## src/sv/dsf_pkg.sv

```systemverilog
// Shared types and constants for the disk sector framer with CRC-16.
// Depends on nothing; every module of the framer imports it.
package dsf_pkg;

  // Sector geometry and record constants
  localparam int unsigned SECTOR_BYTES = 256;
  localparam int unsigned BL_W         = $clog2(SECTOR_BYTES + 1);
  localparam logic [7:0]  SCRAMBLE_KEY = 8'hB3;
  localparam logic [15:0] CRC_INIT     = 16'hFFFF;

  // Queue depths between front and back, and at the result side
  localparam int unsigned CMD_DEPTH = 4;
  localparam int unsigned OUT_DEPTH = 4;

  typedef struct packed {
    logic       mode;
    logic [7:0] track;
    logic [7:0] sector;
    logic [7:0] data_byte;
  } in_item_t;

  typedef struct packed {
    logic [7:0] out_byte;
    logic       record_end;
  } out_item_t;

  typedef enum logic {
    CMD_START = 1'b0,
    CMD_DATA  = 1'b1
  } cmd_kind_e;

  // b0 is track or data byte, b1 is sector; last marks the closing data byte
  typedef struct packed {
    cmd_kind_e  kind;
    logic [7:0] b0;
    logic [7:0] b1;
    logic       last;
  } cmd_t;

  typedef enum logic [2:0] {
    PH_CMD,
    PH_HDR1,
    PH_HDR2,
    PH_HDR3,
    PH_CRC_HI,
    PH_CRC_LO
  } phase_e;

endpackage

```

## src/sv/dsf_front.sv

```systemverilog
// Front end of the sector framer: accepts items, tracks the open sector and
// turns each item into a command for the back end. Depends on dsf_pkg.
module dsf_front (
  input  logic              clk_i,
  input  logic              rst_ni,
  input  logic              accept_i,
  input  dsf_pkg::in_item_t item_i,
  output logic              cmd_push_o,
  output dsf_pkg::cmd_t     cmd_o
);
  import dsf_pkg::*;

  logic            in_sector_q, in_sector_d;
  logic [BL_W-1:0] bytes_left_q, bytes_left_d;

  // Classify the accepted item; drop data that falls outside a sector
  always_comb begin
    in_sector_d  = in_sector_q;
    bytes_left_d = bytes_left_q;
    cmd_push_o   = 1'b0;
    cmd_o.kind   = CMD_DATA;
    cmd_o.b0     = item_i.data_byte;
    cmd_o.b1     = item_i.sector;
    cmd_o.last   = (bytes_left_q == BL_W'(1));
    if (accept_i) begin
      if (item_i.mode == 1'b0) begin
        cmd_push_o   = 1'b1;
        cmd_o.kind   = CMD_START;
        cmd_o.b0     = item_i.track;
        cmd_o.last   = 1'b0;
        bytes_left_d = BL_W'(SECTOR_BYTES);
        in_sector_d  = 1'b1;
      end else if (in_sector_q) begin
        cmd_push_o   = 1'b1;
        bytes_left_d = bytes_left_q - BL_W'(1);
        if (cmd_o.last) begin
          in_sector_d = 1'b0;
        end
      end
    end
  end

  // Hold sector state
  always_ff @(posedge clk_i or negedge rst_ni) begin
    if (!rst_ni) begin
      in_sector_q  <= 1'b0;
      bytes_left_q <= '0;
    end else begin
      in_sector_q  <= in_sector_d;
      bytes_left_q <= bytes_left_d;
    end
  end

  // A closed sector has no bytes outstanding
  a_closed_empty: assert property (@(posedge clk_i) disable iff (!rst_ni)
    !in_sector_q |-> bytes_left_q == '0)
    else $error("closed sector with bytes left");

  // Every open sector still expects at least one byte
  a_open_nonzero: assert property (@(posedge clk_i) disable iff (!rst_ni)
    in_sector_q |-> bytes_left_q != '0)
    else $error("open sector with no bytes left");

  // The last command of a sector closes it
  a_last_closes: assert property (@(posedge clk_i) disable iff (!rst_ni)
    (cmd_push_o && cmd_o.kind == CMD_DATA && cmd_o.last) |=> !in_sector_q)
    else $error("sector left open after last byte");

endmodule

```

## src/sv/dsf_cmd_queue.sv

```systemverilog
// Short command queue that decouples the framer front end from the back end.
// Depends on dsf_pkg for the command type and depth.
module dsf_cmd_queue (
  input  logic          clk_i,
  input  logic          rst_ni,
  input  logic          push_i,
  input  dsf_pkg::cmd_t cmd_i,
  output logic          full_o,
  input  logic          pop_i,
  output dsf_pkg::cmd_t cmd_o,
  output logic          empty_o
);
  import dsf_pkg::*;

  localparam int unsigned AW = $clog2(CMD_DEPTH);
  localparam int unsigned CW = $clog2(CMD_DEPTH + 1);

  cmd_t          mem_q [CMD_DEPTH];
  logic [AW-1:0] wr_ptr_q, wr_ptr_d, rd_ptr_q, rd_ptr_d;
  logic [CW-1:0] cnt_q, cnt_d;
  logic          do_push, do_pop;

  assign full_o  = (cnt_q == CW'(CMD_DEPTH));
  assign empty_o = (cnt_q == '0);
  assign do_push = push_i && !full_o;
  assign do_pop  = pop_i && !empty_o;
  assign cmd_o   = mem_q[rd_ptr_q];

  // Advance pointers and fill count
  always_comb begin
    wr_ptr_d = wr_ptr_q;
    rd_ptr_d = rd_ptr_q;
    if (do_push) begin
      wr_ptr_d = (wr_ptr_q == AW'(CMD_DEPTH - 1)) ? '0 : wr_ptr_q + AW'(1);
    end
    if (do_pop) begin
      rd_ptr_d = (rd_ptr_q == AW'(CMD_DEPTH - 1)) ? '0 : rd_ptr_q + AW'(1);
    end
    cnt_d = cnt_q + CW'(do_push) - CW'(do_pop);
  end

  always_ff @(posedge clk_i or negedge rst_ni) begin
    if (!rst_ni) begin
      wr_ptr_q <= '0;
      rd_ptr_q <= '0;
      cnt_q    <= '0;
    end else begin
      wr_ptr_q <= wr_ptr_d;
      rd_ptr_q <= rd_ptr_d;
      cnt_q    <= cnt_d;
    end
  end

  // Store pushed commands
  always_ff @(posedge clk_i) begin
    if (do_push) begin
      mem_q[wr_ptr_q] <= cmd_i;
    end
  end

  a_cnt_bound: assert property (@(posedge clk_i) disable iff (!rst_ni)
    cnt_q <= CW'(CMD_DEPTH))
    else $error("command queue overfilled");

  a_cnt_track: assert property (@(posedge clk_i) disable iff (!rst_ni)
    (do_push && !do_pop) |=> cnt_q == $past(cnt_q) + CW'(1))
    else $error("command count lost a push");

  a_ptr_gap: assert property (@(posedge clk_i) disable iff (!rst_ni)
    (cnt_q == '0 || cnt_q == CW'(CMD_DEPTH)) |-> wr_ptr_q == rd_ptr_q)
    else $error("queue pointers out of step with count");

endmodule

```

## src/sv/dsf_back.sv

```systemverilog
// Back end of the sector framer: runs commands through the CRC-16 unit,
// sequences header and trailer bytes and queues results. Depends on dsf_pkg.
module dsf_back (
  input  logic               clk_i,
  input  logic               rst_ni,
  input  logic               cmd_empty_i,
  input  dsf_pkg::cmd_t      cmd_i,
  output logic               cmd_pop_o,
  output logic               empty_o,
  input  logic               pop_i,
  output dsf_pkg::out_item_t out_item_o
);
  import dsf_pkg::*;

  localparam int unsigned AW = $clog2(OUT_DEPTH);
  localparam int unsigned CW = $clog2(OUT_DEPTH + 1);

  // One reflected CRC-16 nibble step, polynomial 0x8408
  function automatic logic [15:0] nib_tab(input logic [3:0] idx);
    logic [15:0] t;
    unique case (idx)
      4'h0: t = 16'h0000;  4'h1: t = 16'h1081;
      4'h2: t = 16'h2102;  4'h3: t = 16'h3183;
      4'h4: t = 16'h4204;  4'h5: t = 16'h5285;
      4'h6: t = 16'h6306;  4'h7: t = 16'h7387;
      4'h8: t = 16'h8408;  4'h9: t = 16'h9489;
      4'hA: t = 16'ha50a;  4'hB: t = 16'hb58b;
      4'hC: t = 16'hc60c;  4'hD: t = 16'hd68d;
      4'hE: t = 16'he70e;  4'hF: t = 16'hf78f;
      default: t = 16'h0000;
    endcase
    return t;
  endfunction

  function automatic logic [15:0] crc_nib(input logic [15:0] acc, input logic [3:0] nib);
    return {4'h0, acc[15:4]} ^ nib_tab(acc[3:0] ^ nib);
  endfunction

  // Low nibble first, then high nibble
  function automatic logic [15:0] crc_byte(input logic [15:0] acc, input logic [7:0] b);
    return crc_nib(crc_nib(acc, b[3:0]), b[7:4]);
  endfunction

  phase_e        phase_q, phase_d;
  logic [15:0]   crc_q, crc_d;
  logic [7:0]    trk_q, trk_d, sec_q, sec_d;
  logic          emit, can_emit;
  out_item_t     emit_item;

  out_item_t     mem_q [OUT_DEPTH];
  logic [AW-1:0] wr_ptr_q, wr_ptr_d, rd_ptr_q, rd_ptr_d;
  logic [CW-1:0] cnt_q, cnt_d;
  logic          do_pop;

  assign can_emit   = (cnt_q != CW'(OUT_DEPTH));
  assign empty_o    = (cnt_q == '0);
  assign do_pop     = pop_i && !empty_o;
  assign out_item_o = mem_q[rd_ptr_q];

  // Sequence commands, header and trailer bytes
  always_comb begin
    phase_d   = phase_q;
    crc_d     = crc_q;
    trk_d     = trk_q;
    sec_d     = sec_q;
    emit      = 1'b0;
    emit_item = '0;
    cmd_pop_o = 1'b0;
    if (can_emit) begin
      unique case (phase_q)
        PH_CMD: begin
          if (!cmd_empty_i) begin
            cmd_pop_o = 1'b1;
            emit      = 1'b1;
            unique case (cmd_i.kind)
              CMD_START: begin
                emit_item = '{out_byte: 8'h00, record_end: 1'b0};
                crc_d     = crc_byte(CRC_INIT, 8'h00);
                trk_d     = cmd_i.b0;
                sec_d     = cmd_i.b1;
                phase_d   = PH_HDR1;
              end
              CMD_DATA: begin
                emit_item = '{out_byte: cmd_i.b0 ^ SCRAMBLE_KEY, record_end: 1'b0};
                crc_d     = crc_byte(crc_q, cmd_i.b0);
                if (cmd_i.last) begin
                  phase_d = PH_CRC_HI;
                end
              end
              default: ;
            endcase
          end
        end
        PH_HDR1: begin
          emit      = 1'b1;
          emit_item = '{out_byte: 8'h00, record_end: 1'b0};
          crc_d     = crc_byte(crc_q, 8'h00);
          phase_d   = PH_HDR2;
        end
        PH_HDR2: begin
          emit      = 1'b1;
          emit_item = '{out_byte: trk_q, record_end: 1'b0};
          crc_d     = crc_byte(crc_q, trk_q);
          phase_d   = PH_HDR3;
        end
        PH_HDR3: begin
          emit      = 1'b1;
          emit_item = '{out_byte: sec_q, record_end: 1'b0};
          crc_d     = crc_byte(crc_q, sec_q);
          phase_d   = PH_CMD;
        end
        PH_CRC_HI: begin
          emit      = 1'b1;
          emit_item = '{out_byte: crc_q[15:8], record_end: 1'b0};
          phase_d   = PH_CRC_LO;
        end
        PH_CRC_LO: begin
          emit      = 1'b1;
          emit_item = '{out_byte: crc_q[7:0], record_end: 1'b1};
          phase_d   = PH_CMD;
        end
        default: phase_d = PH_CMD;
      endcase
    end
  end

  // Advance result queue pointers
  always_comb begin
    wr_ptr_d = wr_ptr_q;
    rd_ptr_d = rd_ptr_q;
    if (emit) begin
      wr_ptr_d = (wr_ptr_q == AW'(OUT_DEPTH - 1)) ? '0 : wr_ptr_q + AW'(1);
    end
    if (do_pop) begin
      rd_ptr_d = (rd_ptr_q == AW'(OUT_DEPTH - 1)) ? '0 : rd_ptr_q + AW'(1);
    end
    cnt_d = cnt_q + CW'(emit) - CW'(do_pop);
  end

  always_ff @(posedge clk_i or negedge rst_ni) begin
    if (!rst_ni) begin
      phase_q  <= PH_CMD;
      crc_q    <= CRC_INIT;
      wr_ptr_q <= '0;
      rd_ptr_q <= '0;
      cnt_q    <= '0;
    end else begin
      phase_q  <= phase_d;
      crc_q    <= crc_d;
      wr_ptr_q <= wr_ptr_d;
      rd_ptr_q <= rd_ptr_d;
      cnt_q    <= cnt_d;
    end
  end

  // Hold header bytes and queued results
  always_ff @(posedge clk_i) begin
    trk_q <= trk_d;
    sec_q <= sec_d;
    if (emit) begin
      mem_q[wr_ptr_q] <= emit_item;
    end
  end

  a_emit_space: assert property (@(posedge clk_i) disable iff (!rst_ni)
    emit |-> can_emit)
    else $error("result pushed into a full queue");

  a_end_only_lo: assert property (@(posedge clk_i) disable iff (!rst_ni)
    (emit && emit_item.record_end) |-> phase_q == PH_CRC_LO)
    else $error("record end outside the CRC low byte");

  a_hi_then_lo: assert property (@(posedge clk_i) disable iff (!rst_ni)
    (emit && phase_q == PH_CRC_HI) |=> phase_q == PH_CRC_LO)
    else $error("CRC high byte not followed by low byte");

  a_pop_only_idle: assert property (@(posedge clk_i) disable iff (!rst_ni)
    cmd_pop_o |-> (phase_q == PH_CMD && !cmd_empty_i))
    else $error("command taken while a sequence runs");

endmodule

```

## src/sv/disk_sector_framer_crc16.sv

```systemverilog
// Top level of the disk sector framer with reflected CRC-16 (0x8408).
// Depends on dsf_pkg, dsf_front, dsf_cmd_queue and dsf_back.
//
//   channel  | handshake        | payload
//   ---------+------------------+---------------------------------------
//   input    | push / full      | in_item_i  : mode, track, sector, data
//   result   | empty / pop      | out_item_o : out_byte, record_end
//
// Data items are taken one per cycle while full is low; the back end writes
// one result byte per cycle while the result queue has room, so a start item
// yields four result bytes and a closing data byte three. A result passes
// the command queue, then the result queue. Reset clears control state only.
// full rises when header and trailer cycles or a stalled result side back
// up the command queue.
module disk_sector_framer_crc16 (
  input  logic               clk_i,
  input  logic               rst_ni,
  input  logic               push,
  output logic               full,
  input  dsf_pkg::in_item_t  in_item_i,
  output logic               empty,
  input  logic               pop,
  output dsf_pkg::out_item_t out_item_o
);
  import dsf_pkg::*;

  logic accept;
  logic cmd_push, cmd_pop, cmd_empty;
  cmd_t cmd_in, cmd_out;

  assign accept = push && !full;

  dsf_front u_front (
    .clk_i      (clk_i),
    .rst_ni     (rst_ni),
    .accept_i   (accept),
    .item_i     (in_item_i),
    .cmd_push_o (cmd_push),
    .cmd_o      (cmd_in)
  );

  dsf_cmd_queue u_cmd_queue (
    .clk_i   (clk_i),
    .rst_ni  (rst_ni),
    .push_i  (cmd_push),
    .cmd_i   (cmd_in),
    .full_o  (full),
    .pop_i   (cmd_pop),
    .cmd_o   (cmd_out),
    .empty_o (cmd_empty)
  );

  dsf_back u_back (
    .clk_i       (clk_i),
    .rst_ni      (rst_ni),
    .cmd_empty_i (cmd_empty),
    .cmd_i       (cmd_out),
    .cmd_pop_o   (cmd_pop),
    .empty_o     (empty),
    .pop_i       (pop),
    .out_item_o  (out_item_o)
  );

endmodule
```

## config.mk

```make
export PLATFORM = sky130hd
export DESIGN_NAME = disk_sector_framer_crc16
export DESIGN_NICKNAME = d
export VERILOG_FILES = /design/src/sv/dsf_pkg.sv /design/src/sv/dsf_front.sv /design/src/sv/dsf_cmd_queue.sv /design/src/sv/dsf_back.sv /design/src/sv/disk_sector_framer_crc16.sv
export SDC_FILE = /design/constraint.sdc
export NUM_CORES = 1
export LEC_CHECK = 0
export BUFFER_PORTS_ARGS = -buffer_cell sky130_fd_sc_hd__buf_4
export CAP_MARGIN = 5
export CORE_ASPECT_RATIO = 2
export CORE_MARGIN = 3
export CORE_UTILIZATION = 42
export CTS_BUF_LIST = sky130_fd_sc_hd__clkbuf_16
export CTS_CLUSTER_SIZE = 20
export DETAILED_ROUTE_END_ITERATION = 6
export SETUP_SLACK_MARGIN = 0.3
export SLEW_MARGIN = 10
export SYNTH_ARGS = -nofsm -noshare
export SYNTH_HDL_FRONTEND = slang
export SYNTH_HIERARCHICAL = 1
export SYNTH_SLANG_ARGS = --single-unit
export TNS_END_PERCENT = 50
```

## constraint.sdc

```tcl
create_clock -name clk_i -period 5.7 [get_ports clk_i]
set_input_delay 0.855 -clock clk_i [delete_from_list [all_inputs] [get_ports clk_i]]
set_output_delay 0.855 -clock clk_i [all_outputs]
set_load 0.03 [all_outputs]
```

==> flow_metrics.tcl <==
set metrics [dict create \
    final_util 0.4864 \
    dieArea_um2 22020 \
    synth_top_cell_by_area "edfxtp_1" \
    grt_use_total 0.1792 \
    drive_above_1_share 0.2127 \
    grt_max_degree 45 \
    rows 72 \
    gr-total-overflow 0 \
    max_freq_mhz 308.2 \
    drv_slew 0 \
    crit_fanout 44 \
    numCtsBuffers 17 \
    worstSkewPairLatency_ns 0.43 \
    critPathRequiredTime_ns 6.05 \
    htree_levels 4 \
    async_flop_share 0.2575 \
    setup_tns_ns 0 \
    maxCapViolCount 0 \
    root_buffer "clkbuf_16" \
    synth.area.top_cells "edfxtp_1 44%, dfrtp_1 8.0%, mux4_2 7.2%" \
    r2r_cells 12 \
    r2r-end "u_cmd_queue/cnt_q[2]" \
    syn2layout_area_growth_pct 12.18 \
    netlist_area_um2 8476 \
    syn_nets 693 \
    r2r_slack_ns 2.46 \
    drt_iter0_drc 292 \
    clockBufferDepth 2 \
    ios 40 \
    grt_pass1_wl_mm 29.92 \
    avgSynthCellArea_um2 13.12 \
    dieWidth_um 106.5 \
    grt_pass1_vias 5562 \
    synthTopCellsByCount "124 x edfxtp_1, 50 x nand2_1, 42 x xnor2_1, 32 x nor2_1" \
    vias 5382 \
    slew_headroom 0.1551 \
    drtPass1Iterations 5 \
    r2r-start "u_back/phase_q[0]" \
    antenna_cells 0 \
    drc 0 \
    synth_ff_type "edfxtp_1" \
    synth_edf_count 124 \
    hpwl_mm 13.45 \
    ys_seq_area_frac 0.5686 \
    hold_path.class "primary input to async pin" \
    clock_sinks 167 \
    worstSetupEndpointType "flop" \
    hold_viol 0 \
    cts_resized 0 \
    skew_ns 0.009516 \
    synth-simple-area-share 0.09906 \
    synth_mux_area_frac 0.08341 \
    synth_adder_area_share 0.02834 \
    final_period_minus_worst_setup_slack_ns 3.245 \
    core_um2 19550 \
    wirelength_mm 18.83 \
    viasPerCell 5.750 \
    ant_nets 0 \
    tritoncts "built" \
    setup-violations-final 0 \
    worst_pin_slew_ns 1.265 \
    cts_setup_buffers 0 \
    synth_top_area_frac 0.4393 \
    synth_top_family_by_area "compound AO/OA/AOI/OAI gates" \
    post-synth-top-count-cell "edfxtp_1" \
    clkTransAtPathRegs_ns 0.06 \
    critPathLaunchType "flop" \
    cts_hold_buf 0 \
    ys_ff_latch 167 \
    period_share 0.5693 \
    io_buffers 39 \
    synth.distinct_cells 77 \
    final_nets 713 \
    synth_compound_area_frac 0.1106 \
    start_util 0.4336 \
    syn_inst 646 \
    gp_congestion 0.9584 \
    die_h_um 206.9 \
    synth-xor-area-share 0.07174 \
    status "finished clean" \
    rsz0062_at_grt "no" \
    yosysWarnings 6 \
    worstPathArrival_ns 3.59 \
    antenna_found_initial 0 \
    drt-wirelength-per-cell_um 20.12 \
    crit_type "flop to flop" \
]
==> registers in the layout, summed over array words and instances, names as in the netlist, 3 cells and up <==
| name | cells |
|---|---|
| u_back/trk_q | 8 |
| u_back/mem_q | 36 |
| u_cmd_queue/mem_q | 72 |
| u_front/bytes_left_q | 9 |
| u_cmd_queue/cnt_q | 3 |
| u_back/crc_q | 16 |
| u_back/phase_q | 3 |
| u_back/sec_q | 8 |
| u_back/cnt_q | 3 |
==> cells by family after synthesis <==
kind of cell	Yosys count
adders and majority gates	18
buffers and inverters	70
and+or+nand+nor	161
muxes	36
xor gates and xnor gates	63
AOI/OAI and AO/OA	131
DFF	167
==> how the worst max path moves through the flow <==
stage | start | cells after the start | end | slack [ns]
floorplan | u_cmd_queue/rd_ptr_q[0] | 4 | u_back/sec_q[0] | 2.31
global placement | u_back/phase_q[0] | 12 | u_cmd_queue/cnt_q[2] | 2.55
detailed placement | u_back/phase_q[0] | 12 | u_cmd_queue/cnt_q[2] | 2.46
CTS | u_back/phase_q[0] | 12 | u_cmd_queue/cnt_q[2] | 2.44
global route | u_back/phase_q[0] | 12 | u_cmd_queue/cnt_q[2] | 2.12
finish | u_back/phase_q[0] | 12 | u_cmd_queue/cnt_q[2] | 2.46
==> worst max-delay path, stage by stage (launching register included) <==
cell	delay [ns]
dfrtp_1	0.33
buf_4	0.39
clkinv_1	0.58
nand2_1	0.35
nor3_1	0.12
nand2b_4	0.13
inv_1	0.04
ha_1	0.26
inv_1	0.04
ha_1	0.19
fa_1	0.40
xnor2_1	0.17
xnor2_1	0.14
==> stage by stage <==
step / area, um^2 / hold slack [ns] / worst slack, ns / std cells
after detailed placement: 8921 / 0.5127 / 2.464 / 906
after global placement: 8921 / 0.5022 / 2.548 / 906
after global routing: 9508 / 0.4699 / 2.125 / 936
after floorplan: 8476 / 0.4779 / 2.311 / 646
after CTS: 9508 / 0.4504 / 2.438 / 936
final: 9508 / 0.4306 / 2.455 / 936
==> layout make-up <==
class	instances	area, um^2
Fill cell	1693	10040
Sequential cell	167	4820
Multi-Input combinational cell	409	3338
Clock buffer	17	425.4
Timing Repair Buffer	46	345.3
Tap cell	259	324.1
Clock inverter	13	161.4
Inverter	25	93.84
==> cells in the final DEF (no fill, tap or decap), types with 17 or more instances in the layout <==
cell,n
edfxtp_1,124
a221oi_1,17
nor2_1,32
a21oi_1,24
clkbuf_16,17
dfrtp_1,27
xnor2_1,42
nand2_1,50
mux4_2,27
inv_1,23
buf_4,46
==> metal layers <==
metal / global-route usage / up-vias / share of wire / wire length, um
li1: - / 2464 / - / -
met1: 0.1795 / 2639 / 0.35 / 6600
met2: 0.3339 / 207 / 0.55 / 10270
met3: 0.03424 / 72 / 0.046 / 864
met4: 0.1152 / 0 / 0.058 / 1098
met5: 0 / - / 0 / 0
Power is not shown: default switching activity piles up to over one toggle a cycle in this logic, so the estimate is an artifact.
